$ cat src/rtl/mwsa_pkg.sv
package mwsa_pkg;

	// result and register widths
	localparam int RES_W      = 38;
	localparam int WL_W       = 7;
	localparam int CFG_IDX_W  = 1;
	localparam int CFG_DATA_W = 7;

	// register indexes
	localparam logic [CFG_IDX_W-1:0] REG_WINDOW_LENGTH = 1'd0;
	localparam logic [CFG_IDX_W-1:0] REG_AVERAGE_MODE  = 1'd1;

	// register reset values
	localparam logic [WL_W-1:0] WINDOW_LENGTH_RST = 7'd1;
	localparam logic            AVERAGE_MODE_RST  = 1'b1;

	// controller to datapath
	typedef struct packed {
		logic accept;
		logic scan;
		logic div_start;
		logic load_out;
	} mwsa_cmd_t;

	// datapath to controller
	typedef struct packed {
		logic scan_done;
		logic need_div;
		logic div_busy;
	} mwsa_status_t;

endpackage

$ cat src/rtl/mwsa_div.sv
module mwsa_div #(
	parameter int DIVIDEND_W = 39,
	parameter int DIVISOR_W  = 7
) (
	input  logic                  clk,
	input  logic                  arst_n,
	input  logic                  start,
	input  logic [DIVIDEND_W-1:0] dividend,
	input  logic [DIVISOR_W-1:0]  divisor,
	output logic                  busy,
	output logic [DIVIDEND_W-1:0] quotient
);

	localparam int STEP_W = $clog2(DIVIDEND_W + 1);

	logic [DIVIDEND_W-1:0] quo_q;
	logic [DIVISOR_W-1:0]  rem_q;
	logic [DIVISOR_W-1:0]  den_q;
	logic [STEP_W-1:0]     steps_q;
	logic                  busy_q;
	logic [DIVISOR_W:0]    trial;
	logic [DIVISOR_W:0]    diff;
	logic                  fits;

	// one quotient bit per cycle, restoring
	assign trial = {rem_q, quo_q[DIVIDEND_W-1]};
	assign diff  = trial - {1'b0, den_q};
	assign fits  = trial >= {1'b0, den_q};

	always_ff @(posedge clk or negedge arst_n) begin
		if (!arst_n) begin
			busy_q  <= 1'b0;
			steps_q <= '0;
		end else if (start) begin
			busy_q  <= 1'b1;
			steps_q <= STEP_W'(DIVIDEND_W);
		end else if (busy_q) begin
			steps_q <= steps_q - STEP_W'(1);
			if (steps_q == STEP_W'(1)) begin
				busy_q <= 1'b0;
			end
		end
	end

	always_ff @(posedge clk) begin
		if (start) begin
			quo_q <= dividend;
			rem_q <= '0;
			den_q <= divisor;
		end else if (busy_q) begin
			rem_q <= fits ? diff[DIVISOR_W-1:0] : trial[DIVISOR_W-1:0];
			quo_q <= {quo_q[DIVIDEND_W-2:0], fits};
		end
	end

	assign busy     = busy_q;
	assign quotient = quo_q;

endmodule

$ cat src/rtl/mwsa_datapath.sv
module mwsa_datapath #(
	parameter int WINDOW_MAX  = 64,
	parameter int SAMPLE_BITS = 32
) (
	input  logic                             clk,
	input  logic                             arst_n,
	input  logic                             cfg_wr_en,
	input  logic [mwsa_pkg::CFG_IDX_W-1:0]   cfg_index,
	input  logic [mwsa_pkg::CFG_DATA_W-1:0]  cfg_data,
	input  logic signed [SAMPLE_BITS-1:0]    sample_value,
	input  logic                             sample_is_null,
	input  logic                             partition_start,
	input  mwsa_pkg::mwsa_cmd_t              cmd,
	output mwsa_pkg::mwsa_status_t           status,
	output logic signed [mwsa_pkg::RES_W-1:0] window_result,
	output logic                             result_is_null
);

	localparam int PTR_W = $clog2(WINDOW_MAX);
	localparam int CNT_W = $clog2(WINDOW_MAX + 1);
	localparam int SUM_W = SAMPLE_BITS + CNT_W;
	localparam int CMP_W = CNT_W + mwsa_pkg::WL_W;
	localparam int EXT_W = SUM_W + mwsa_pkg::RES_W;
	localparam logic [PTR_W-1:0] PTR_LAST = PTR_W'(WINDOW_MAX - 1);
	localparam logic [CNT_W-1:0] CNT_MAX  = CNT_W'(WINDOW_MAX);

	logic [mwsa_pkg::WL_W-1:0] window_length_q;
	logic                      average_mode_q;

	logic [SAMPLE_BITS-1:0] hist_mem [WINDOW_MAX];
	logic [WINDOW_MAX-1:0]  hist_valid_q;
	logic [PTR_W-1:0]       wr_ptr_q;
	logic [PTR_W-1:0]       rd_ptr_q;
	logic [CNT_W-1:0]       rows_q;
	logic [CNT_W-1:0]       left_q;
	logic [CNT_W-1:0]       count_q;
	logic signed [SUM_W-1:0] sum_q;

	logic [SAMPLE_BITS-1:0] rd_data_s1;
	logic                   rd_pend_s1;
	logic                   rd_take_s1;

	logic [CNT_W-1:0] rows_base;
	logic [CNT_W-1:0] rows_new;
	logic [CNT_W-1:0] span;
	logic [CMP_W-1:0] wl_ext;
	logic [CMP_W-1:0] max_ext;
	logic [CMP_W-1:0] rows_ext;
	logic [CMP_W-1:0] span_a;
	logic [CMP_W-1:0] span_b;
	logic             rd_issue;
	logic             is_null;
	logic             need_div;
	logic             div_busy;

	logic signed [SUM_W-1:0] sample_ext;
	logic signed [SUM_W-1:0] mem_ext;
	logic [SUM_W-1:0]        sum_mag;
	logic [SUM_W-1:0]        quotient;
	logic [SUM_W-1:0]        quo_signed;
	logic [SUM_W-1:0]        result_full;
	logic [EXT_W-1:0]        result_ext;

	function automatic logic [PTR_W-1:0] ptr_prev(input logic [PTR_W-1:0] p);
		return (p == '0) ? PTR_LAST : p - PTR_W'(1);
	endfunction

	// configuration registers
	always_ff @(posedge clk or negedge arst_n) begin
		if (!arst_n) begin
			window_length_q <= mwsa_pkg::WINDOW_LENGTH_RST;
			average_mode_q  <= mwsa_pkg::AVERAGE_MODE_RST;
		end else if (cfg_wr_en) begin
			case (cfg_index)
				mwsa_pkg::REG_WINDOW_LENGTH: window_length_q <= cfg_data[mwsa_pkg::WL_W-1:0];
				mwsa_pkg::REG_AVERAGE_MODE:  average_mode_q  <= cfg_data[0];
				default: ;
			endcase
		end
	end

	// window span for the incoming row
	assign rows_base = partition_start ? '0 : rows_q;
	assign rows_new  = (rows_base == CNT_MAX) ? rows_base : rows_base + CNT_W'(1);
	assign wl_ext    = CMP_W'(window_length_q);
	assign max_ext   = CMP_W'(WINDOW_MAX);
	assign rows_ext  = CMP_W'(rows_new);
	assign span_a    = (wl_ext < max_ext) ? wl_ext : max_ext;
	assign span_b    = (span_a < rows_ext) ? span_a : rows_ext;
	assign span      = span_b[CNT_W-1:0];

	assign sample_ext = {{CNT_W{sample_value[SAMPLE_BITS-1]}}, sample_value};
	assign mem_ext    = {{CNT_W{rd_data_s1[SAMPLE_BITS-1]}}, rd_data_s1};
	assign rd_issue   = cmd.scan && (left_q != '0);

	// history store, one write and one read per cycle
	always_ff @(posedge clk) begin
		if (cmd.accept) begin
			hist_mem[wr_ptr_q] <= sample_value;
		end
		if (rd_issue) begin
			rd_data_s1 <= hist_mem[rd_ptr_q];
		end
	end

	always_ff @(posedge clk or negedge arst_n) begin
		if (!arst_n) begin
			hist_valid_q <= '0;
			wr_ptr_q     <= '0;
			rd_ptr_q     <= '0;
			rows_q       <= '0;
			left_q       <= '0;
			count_q      <= '0;
			sum_q        <= '0;
			rd_pend_s1   <= 1'b0;
			rd_take_s1   <= 1'b0;
		end else begin
			rd_pend_s1 <= rd_issue;
			rd_take_s1 <= rd_issue && hist_valid_q[rd_ptr_q];
			if (cmd.accept) begin
				for (int i = 0; i < WINDOW_MAX; i++) begin
					hist_valid_q[i] <= (PTR_W'(i) == wr_ptr_q) ? !sample_is_null
						: (hist_valid_q[i] && !partition_start);
				end
				wr_ptr_q <= (wr_ptr_q == PTR_LAST) ? '0 : wr_ptr_q + PTR_W'(1);
				rd_ptr_q <= ptr_prev(wr_ptr_q);
				rows_q   <= rows_new;
				left_q   <= (span == '0) ? '0 : span - CNT_W'(1);
				// the current row is counted straight from the request
				if ((span != '0) && !sample_is_null) begin
					sum_q   <= sample_ext;
					count_q <= CNT_W'(1);
				end else begin
					sum_q   <= '0;
					count_q <= '0;
				end
			end else begin
				if (rd_issue) begin
					left_q   <= left_q - CNT_W'(1);
					rd_ptr_q <= ptr_prev(rd_ptr_q);
				end
				if (rd_take_s1) begin
					sum_q   <= sum_q + mem_ext;
					count_q <= count_q + CNT_W'(1);
				end
			end
		end
	end

	assign is_null  = (count_q == '0);
	assign need_div = average_mode_q && !is_null;
	assign sum_mag  = sum_q[SUM_W-1] ? SUM_W'(-sum_q) : SUM_W'(sum_q);

	mwsa_div #(
		.DIVIDEND_W (SUM_W),
		.DIVISOR_W  (CNT_W)
	) u_div (
		.clk      (clk),
		.arst_n   (arst_n),
		.start    (cmd.div_start),
		.dividend (sum_mag),
		.divisor  (count_q),
		.busy     (div_busy),
		.quotient (quotient)
	);

	// truncation toward zero: divide the magnitude, then restore the sign
	assign quo_signed  = sum_q[SUM_W-1] ? SUM_W'(-quotient) : quotient;
	assign result_full = average_mode_q ? quo_signed : SUM_W'(sum_q);
	assign result_ext  = {{mwsa_pkg::RES_W{result_full[SUM_W-1]}}, result_full};

	always_ff @(posedge clk) begin
		if (cmd.load_out) begin
			result_is_null <= is_null;
			window_result  <= is_null ? '0 : result_ext[mwsa_pkg::RES_W-1:0];
		end
	end

	assign status = '{
		scan_done: (left_q == '0) && !rd_pend_s1,
		need_div:  need_div,
		div_busy:  div_busy
	};

endmodule

$ cat src/rtl/mwsa_ctrl.sv
module mwsa_ctrl (
	input  logic                   clk,
	input  logic                   arst_n,
	input  logic                   in_valid,
	output logic                   in_ready,
	output logic                   out_valid,
	input  logic                   out_ready,
	input  mwsa_pkg::mwsa_status_t status,
	output mwsa_pkg::mwsa_cmd_t    cmd
);

	typedef enum logic [3:0] {
		ST_IDLE = 4'b0001,
		ST_SCAN = 4'b0010,
		ST_DIV  = 4'b0100,
		ST_DONE = 4'b1000
	} mwsa_state_t;

	mwsa_state_t state_q;
	mwsa_state_t state_d;
	logic        out_valid_q;
	logic        slot_free;

	assign slot_free = !out_valid_q || out_ready;
	assign in_ready  = (state_q == ST_IDLE);
	assign out_valid = out_valid_q;

	always_comb begin
		cmd     = '0;
		state_d = state_q;
		case (state_q)
			ST_IDLE: begin
				if (in_valid) begin
					cmd.accept = 1'b1;
					state_d    = ST_SCAN;
				end
			end
			ST_SCAN: begin
				cmd.scan = 1'b1;
				if (status.scan_done) begin
					if (status.need_div) begin
						cmd.div_start = 1'b1;
						state_d       = ST_DIV;
					end else begin
						state_d = ST_DONE;
					end
				end
			end
			ST_DIV: begin
				if (!status.div_busy) begin
					state_d = ST_DONE;
				end
			end
			ST_DONE: begin
				if (slot_free) begin
					cmd.load_out = 1'b1;
					state_d      = ST_IDLE;
				end
			end
			default: state_d = ST_IDLE;
		endcase
	end

	always_ff @(posedge clk or negedge arst_n) begin
		if (!arst_n) begin
			state_q     <= ST_IDLE;
			out_valid_q <= 1'b0;
		end else begin
			state_q <= state_d;
			if (cmd.load_out) begin
				out_valid_q <= 1'b1;
			end else if (out_ready) begin
				out_valid_q <= 1'b0;
			end
		end
	end

endmodule

$ cat src/rtl/moving_window_sum_average.sv
// channel   direction  handshake              payload
// in        request    in_valid / in_ready    sample_value, sample_is_null, partition_start
// out       result     out_valid / out_ready  window_result, result_is_null
// cfg       write      cfg_wr_en (no wait)    cfg_index, cfg_data
//
// one request at a time: accept, scan of the older rows of the span,
// divide for a non-null average only, and load;
// span = min(window_length, WINDOW_MAX, rows in partition)
// reset clears the control state, the validity marks and the registers to 1 / 1
// a waiting result holds back only the load of the next one, not its request
module moving_window_sum_average #(
	parameter int WINDOW_MAX  = 64,
	parameter int SAMPLE_BITS = 32
) (
	input  logic                              clk,
	input  logic                              arst_n,
	// configuration write port
	input  logic                              cfg_wr_en,
	input  logic [mwsa_pkg::CFG_IDX_W-1:0]    cfg_index,
	input  logic [mwsa_pkg::CFG_DATA_W-1:0]   cfg_data,
	// request channel
	input  logic                              in_valid,
	output logic                              in_ready,
	input  logic signed [SAMPLE_BITS-1:0]     sample_value,
	input  logic                              sample_is_null,
	input  logic                              partition_start,
	// result channel
	output logic                              out_valid,
	input  logic                              out_ready,
	output logic signed [mwsa_pkg::RES_W-1:0] window_result,
	output logic                              result_is_null
);

	mwsa_pkg::mwsa_cmd_t    cmd;
	mwsa_pkg::mwsa_status_t status;

	// sequencer: accept, scan, divide, load
	mwsa_ctrl u_ctrl (
		.clk       (clk),
		.arst_n    (arst_n),
		.in_valid  (in_valid),
		.in_ready  (in_ready),
		.out_valid (out_valid),
		.out_ready (out_ready),
		.status    (status),
		.cmd       (cmd)
	);

	// history ring, accumulator, divider and output register
	mwsa_datapath #(
		.WINDOW_MAX  (WINDOW_MAX),
		.SAMPLE_BITS (SAMPLE_BITS)
	) u_datapath (
		.clk             (clk),
		.arst_n          (arst_n),
		.cfg_wr_en       (cfg_wr_en),
		.cfg_index       (cfg_index),
		.cfg_data        (cfg_data),
		.sample_value    (sample_value),
		.sample_is_null  (sample_is_null),
		.partition_start (partition_start),
		.cmd             (cmd),
		.status          (status),
		.window_result   (window_result),
		.result_is_null  (result_is_null)
	);

endmodule

$ cat config.mk
export PLATFORM = sky130hd
export DESIGN_NAME = moving_window_sum_average
export DESIGN_NICKNAME = d
export VERILOG_FILES = /design/src/rtl/mwsa_pkg.sv /design/src/rtl/mwsa_div.sv /design/src/rtl/mwsa_datapath.sv /design/src/rtl/mwsa_ctrl.sv /design/src/rtl/moving_window_sum_average.sv
export SDC_FILE = /design/constraint.sdc
export NUM_CORES = 2
export LEC_CHECK = 0
export BUFFER_PORTS_ARGS = -buffer_cell sky130_fd_sc_hd__buf_2
export CAP_MARGIN = 0
export CORE_MARGIN = 3
export CORE_UTILIZATION = 49
export CTS_CLUSTER_SIZE = 16
export DETAILED_ROUTE_END_ITERATION = 6
export PLACE_DENSITY_LB_ADDON = 0.05
export SKIP_CTS_REPAIR_TIMING = 1
export SLEW_MARGIN = 20
export SYNTH_ARGS = -nofsm -noshare
export SYNTH_HDL_FRONTEND = slang
export SYNTH_SLANG_ARGS = --single-unit
$ cat constraint.sdc
create_clock -name clk -period 6.1 [get_ports clk]
set_input_delay 0.61 -clock clk [delete_from_list [all_inputs] [get_ports clk]]
set_output_delay 0.61 -clock clk [all_outputs]
set_load 0.02 [all_outputs]
# Word level (Yosys, flattened, before mapping)
# Memory sizes are Yosys's and may differ from the RTL's. A register that Yosys moved wholly into a read port is not among the register bits.
# Cells that the tools add are included.
[word_totals] regBits=250 ram_bits=2048 out_inout_bits=41 elab_cells=313 memories=1
[mem_list] name="u_datapath.hist_mem" words=64 word_bits=32 read_ports=1 rd_clocked_by_memory_dff=1 wr=1 line_no="mwsa_datapath.sv:30" source="logic [SAMPLE_BITS-1:0] hist_mem [WINDOW_MAX];"
[op_classes] addsub=12 n_lt_le_gt_ge=4 eq_ne=74 mux=112 n_bitwise=1 n_reduce_logical=89
[op_table] op="$mux 39" count=6
[op_table] op="$eq 6x6->1 const A" count=32
[op_table] op="$eq 5x6->1 const A" count=16
[op_table] op="$mux 1" count=79
[op_table] op="$mux 38" count=2
[op_table] op="$mux 7" count=10
[op_table] op="$logic_and 1x1->1" count=69
[op_table] op="$eq 4x6->1 const A" count=8
[op_table] op="$mux 6" count=7
[op_table] op="$add 39x32->39" count=1
[op_table] op="$neg 39->39" count=1
[op_table] op="$neg 38->38" count=1
[op_table] op="$eq 3x6->1 const A" count=4
[op_table] op="$logic_not 7->1" count=3
[op_table] op="$mux 4" count=5
[op_table] op="$sub 6x1->6 const B" count=3
[op_table] op="$pmux 4 s4" count=1
[op_table] op="$add 7x1->7 const B" count=2
[op_table] op="$lt 14x7->1" count=1
[op_table] op="$reduce_bool 7->1" count=2
[op_table] op="$sub 7x1->7 const B" count=2
[op_table] op="$eq 2x6->1 const A" count=2
[op_table] op="$logic_not 6->1" count=2
[op_table] op="$ge 8x7->1" count=1
[op_table] op="22 further kinds" count=32

# Longest topological paths before layout
[depth] word_depth=9 ltp_mapped=23 ltp_nobuf=19

# Hierarchy
# A second synthesis with hierarchy kept.
[unflattened] hier_cells=5638 area_unflattened_um2=95978.3
[by_module_without_submodules] module="mwsa_datapath" instances=1 cells_each=5380 area_each_um2=92690.1
[by_module_without_submodules] module="mwsa_div" instances=1 cells_each=227 area_each_um2=2974.1
[by_module_without_submodules] module="mwsa_ctrl" instances=1 cells_each=31 area_each_um2=314.1

# Worst setup path after synthesis
# Ideal clock, no wire load.
[synth_path] path_type="input -> register" start="input partition_start" end="register u_datapath.sum_q[35]" t_arrival_ns=5.178 required_time_ns=5.963 path_slack_ns=0.785 path_stages=22 path_buffers=4 cell_sequence="clkbuf_1 clkbuf_1 clkbuf_1 nor2b_1 ha_1 nand3_1 xor2_1 or2_2 clkbuf_1 ha_1 a211o_1 o21a_1 o31a_1 nor2_1 a21oi_1 ha_1 nand3_1 or4_1 a21oi_1 o21ai_1 a2111oi_0 nor3_1"
[synth_between] elab_chain_cells=9
[synth_lines] item="start: declaration" line_no="moving_window_sum_average.sv:26" source="input logic partition_start,"
[synth_lines] item="$mux 7 *" line_no="mwsa_datapath.sv:83" source="assign rows_base = partition_start ? '0 : rows_q;"
[synth_lines] item="$add 7x1->7 or $eq 7x7->1 (tied branches)" line_no="mwsa_datapath.sv:84" source="assign rows_new = (rows_base == CNT_MAX) ? rows_base : rows_base + CNT_W'(1);"
[synth_lines] item="$mux 7 *" line_no="mwsa_datapath.sv:84"
[synth_lines] item="$lt 14x7->1" line_no="mwsa_datapath.sv:89" source="assign span_b = (span_a < rows_ext) ? span_a : rows_ext;"
[synth_lines] item="$mux 7 *" line_no="mwsa_datapath.sv:89"
[synth_lines] item="$reduce_bool 7->1 *" line_no="mwsa_datapath.sv:130" source="if ((span != '0) && !sample_is_null) begin"
[synth_lines] item="$logic_and 1x1->1 *" line_no="mwsa_datapath.sv:130"
[synth_lines] item="$mux 39 *" line_no="mwsa_datapath.sv:130"
[synth_lines] item="$mux 39 *" line_no="mwsa_datapath.sv:120" source="if (cmd.accept) begin"
[synth_lines] item="end signal: assignment" line_no="mwsa_datapath.sv:131" source="sum_q <= sample_ext;"
[synth_lines] item="end signal: assignment" line_no="mwsa_datapath.sv:143" source="sum_q <= sum_q + mem_ext;"
[synth_lines] item="end: declaration" line_no="mwsa_datapath.sv:37" source="logic signed [SUM_W-1:0] sum_q;"
# Every way passes the cells marked *; elsewhere a longest branch is shown, timed or not.
# A chain may end at the register's enable or synchronous reset.

# Final worst setup path
[layout_path] start="register u_datapath.rows_q[1]" end="register u_datapath.sum_q[26]"
[layout_between] elab_chain_cells=9
[layout_lines] item="start: declaration" line_no="mwsa_datapath.sv:34" source="logic [CNT_W-1:0] rows_q;"
[layout_lines] item="start signal: assignment" line_no="mwsa_datapath.sv:127" source="rows_q <= rows_new;"
[layout_lines] item="$mux 7 *" line_no="mwsa_datapath.sv:83"
[layout_lines] item="$add 7x1->7 or $eq 7x7->1 (tied branches)" line_no="mwsa_datapath.sv:84"
[layout_lines] item="$mux 7 *" line_no="mwsa_datapath.sv:84"
[layout_lines] item="$lt 14x7->1" line_no="mwsa_datapath.sv:89"
[layout_lines] item="$mux 7 *" line_no="mwsa_datapath.sv:89"
[layout_lines] item="$reduce_bool 7->1 *" line_no="mwsa_datapath.sv:130"
[layout_lines] item="$logic_and 1x1->1 *" line_no="mwsa_datapath.sv:130"
[layout_lines] item="$mux 39 *" line_no="mwsa_datapath.sv:130"
[layout_lines] item="$mux 39 *" line_no="mwsa_datapath.sv:120"
# Marked as above.

==> run_results.csv <==
group,metric,value,unit
run_status,status,"finished, final reports clean",
timing,skew,0.0625,ns
detailed_routing,vias_per_cell,6.09,
die,start_util,49.5,%
yosys,synthArstFlopShare,6.78,%
detailed_routing,vias,46800,
power,powerDensity,460,nW/um^2
cells_and_area,nFillCells,14300,
run,maxCapViolCount,0,
yosys,avgSynthCellArea,19.9,um^2
detailed_routing,first_pass_iters,5,
timing,min_period,5.49,ns
die,die_y,445,um
power,p_comb_share,31.4,%
clock_tree,clkSinkCount,2330,
global_routing,grtUsageTotal,24.1,%
clock_tree,cts_buffers,236,
yosys,synth_nets,4851,
worst_setup_path,cp_max_fo,17,
yosys,synth_edf_count,2165,
yosys,yosysSeqAreaShare,73.2,%
timing,slew_viol_final,0,
global_routing,grt_overflow_total,0,
die,dieArea,198000,um^2
die,core_area,191000,um^2
worst_setup_path,worstPathRequired,6.88,ns
placed_design,hpwl,145,mm
power,vdd_ir_drop_max,278,uV
detailed_routing,first_iter_violations,4636,
global_routing,grt_pass1_vias,47700,
timing,hold_viol,0,
placed_design,port_buffers,87,
power,power_frac_clock,28.8,%
placed_design,place.gp.congestion,0.840,
timing,fmaxAchievable,182,MHz
yosys,synth_flop_cell,"edfxtp_1",
clock_tree,clock_latency,0.90,ns
worst_hold_path,hp-class,"in -> reg",
cells_and_area,nets,5091,
power,p_leak,34.6,nW
cells_and_area,area_delta_synth_final,13.2,%
die,die_w,445,um
yosys,postSynthCellCount,4734,
timing,min_period_over_period,89.9,%
clock_tree,clk_pin_slew,0.07,ns
timing,fin_setup_tns,0,ns
global_routing,antenna_found_initial,9,
worst_setup_path,start_kind,"register",
power,power_switching,15.9,mW
worst_setup_path,r2r-start,"u_datapath.rows_q[1]",
timing,maxSlewHeadroom,26.9,%
detailed_routing,highest_layer,"met5",
worst_setup_path,end_kind,"register",
detailed_routing,route.detailed.drc,0,
detailed_routing,wl_per_cell,30.7,um
timing,setup_viol,0,
yosys,synth_area,94400,um^2
timing,whs,0.0323,ns
yosys,ys_types,77,
power,seq_power_share,39.8,%
detailed_routing,ant_nets,0,
timing,rsz0062_at_grt,"no",
yosys,yosys_warnings,0,
detailed_routing,m1WireLength,97.5,mm
worst_setup_path,cp-startpoint,"u_datapath.rows_q[1]",
worst_hold_path,worstHoldStart,"cfg_data[0]",
yosys,yosys_register_bits,2330,
die,boundaryPins,88,
clock_tree,cts-root-buf,"clkbuf_16",
worst_setup_path,arrival,6.27,ns
placed_design,place_ws,0.368,ns
die,row_count,160,
global_routing,grt_max_degree,99,
detailed_routing,wl_met2,118,mm
worst_setup_path,crit_type,"reg -> reg",
cells_and_area,drive_gt1_share,26.8,%
clock_tree,htreeDepth,4,
power,p_int,33.3,mW
detailed_routing,met3WireLength,15.8,mm
timing,tightestPinTransition,1.10,ns
timing,setup_ws,0.613,ns
clock_tree,cts_tree,"yes",
power,switching_share,32.3,%
detailed_routing,wl,236,mm
global_routing,grt_pass1_wl,344,mm
clock_tree,clock_path_buffers,3,
cells by family after synthesis:
group	synth area share, %
flops	73.2
mux	16.7
compound gates	3.73
simple gates	2.92
buf+inv	1.25
xor+xnor	1.22
fa+ha+maj	0.944
final cells by class:
type                       instances  area, um^2  area share, %
tap                             2511        3140           2.94
inverter                          44         165          0.155
sequential                      2330       69100           64.7
antenna                            6        15.0         0.0141
timing repair buffer             261        2190           2.05
clock inverter                   144        1450           1.36
multi-input combinational       2101       24600           23.0
clock buffer                     294        6130           5.74
power by group through the flow:
| stage | combinational (mW) | sequential (mW) | clock [mW] |
|---|---|---|---|
| 3_5_place_dp | 15.6 | 19.9 | 0 |
| 3_3_place_gp | 15.5 | 19.9 | 0 |
| 6_report | 15.5 | 19.6 | 14.2 |
| 2_1_floorplan | 10.5 | 19.2 | 0 |
| 5_1_grt | 16.6 | 19.7 | 15.1 |
| 4_1_cts | 15.6 | 19.6 | 14.5 |
placed cells by master, fill, tap and decap left out, types with 64 or more instances in the layout:
cell type	instances
ha_1	68
dfrtp_1	149
o21ai_0	202
nor2_4	64
a21oi_1	176
mux4_2	693
nor2_1	154
buf_4	138
xor2_1	89
nand2_1	160
buf_2	82
clkbuf_16	236
edfxtp_1	2165
worst max-delay path, cell delays in order (launching register included):
cell and delay, ns:
dfrtp_1 0.42, or4b_1 0.57, o31a_1 0.26, o21ai_0 0.15
o31a_1 0.30, ha_1 0.27, and3_1 0.18, o21a_1 0.19
o31a_1 0.17, nor2_1 0.37, a21oi_1 0.23, ha_1 0.31
nand3_1 0.09, or4_1 0.13, a21oi_1 0.07, buf_4 0.18
nor3_4 0.58, buf_4 0.35, a211oi_1 0.10, mux2_2 0.29
nor3_1 0.16
final timing paths:
path / to / slack (ns) / depth (start not counted)
max: u_datapath.sum_q[26] / 0.61 / 20
min: u_datapath.window_length_q[0] / 0.03 / 2
max reg2reg: u_datapath.sum_q[26] / 0.61 / 20
min reg2reg: u_datapath.u_div.rem_q[6] / 0.49 / 2
max in group asynchronous: u_datapath.hist_valid_q[39] / 4.22 / 3
min in group asynchronous: u_datapath.count_q[0] / 0.47 / 2
Yosys cell counts, types with 51 or more instances:
library cell	number	area [um^2]
a21oi_1	176	881
a211oi_1	51	383
xor2_1	89	780
buf_1	63	236
nand2_1	161	604
mux4_2	693	15600
dfrtp_1	155	3880
ha_1	68	851
clkbuf_1	190	713
o21ai_0	202	1010
nor2_1	219	822
edfxtp_1	2165	65000
layer usage:
metal / vias up / global-route usage (%)
li1: 20100 / -
met1: 25200 / 33.2
met2: 1346 / 39.5
met3: 297 / 5.34
met4: 4 / 5.99
met5: - / 0
registers in the layout, indices dropped and copies added (netlist names), 32 cells and up:
signal / count
u_datapath.hist_valid_q: 64
u_datapath.hist_mem: 2048
u_datapath.u_div.quotient: 39
u_datapath.rd_data_s1: 32
u_datapath.window_result: 38
u_datapath.sum_q: 39
metrics by stage:
stage | cells | utilization [%] | power, mW | cell area (um^2)
4_1_cts | 7675 | 55.9 | 49.7 | 107000
2_1_floorplan | 4734 | - | 29.7 | 94400
3_5_place_dp | 7237 | 52.0 | 35.5 | 99100
5_1_grt | 7686 | 56.0 | 51.3 | 107000
6_report | 7691 | 56.0 | 49.2 | 107000
3_3_place_gp | 7232 | 51.9 | 35.4 | 99000
(Power assumes the default switching activity.)
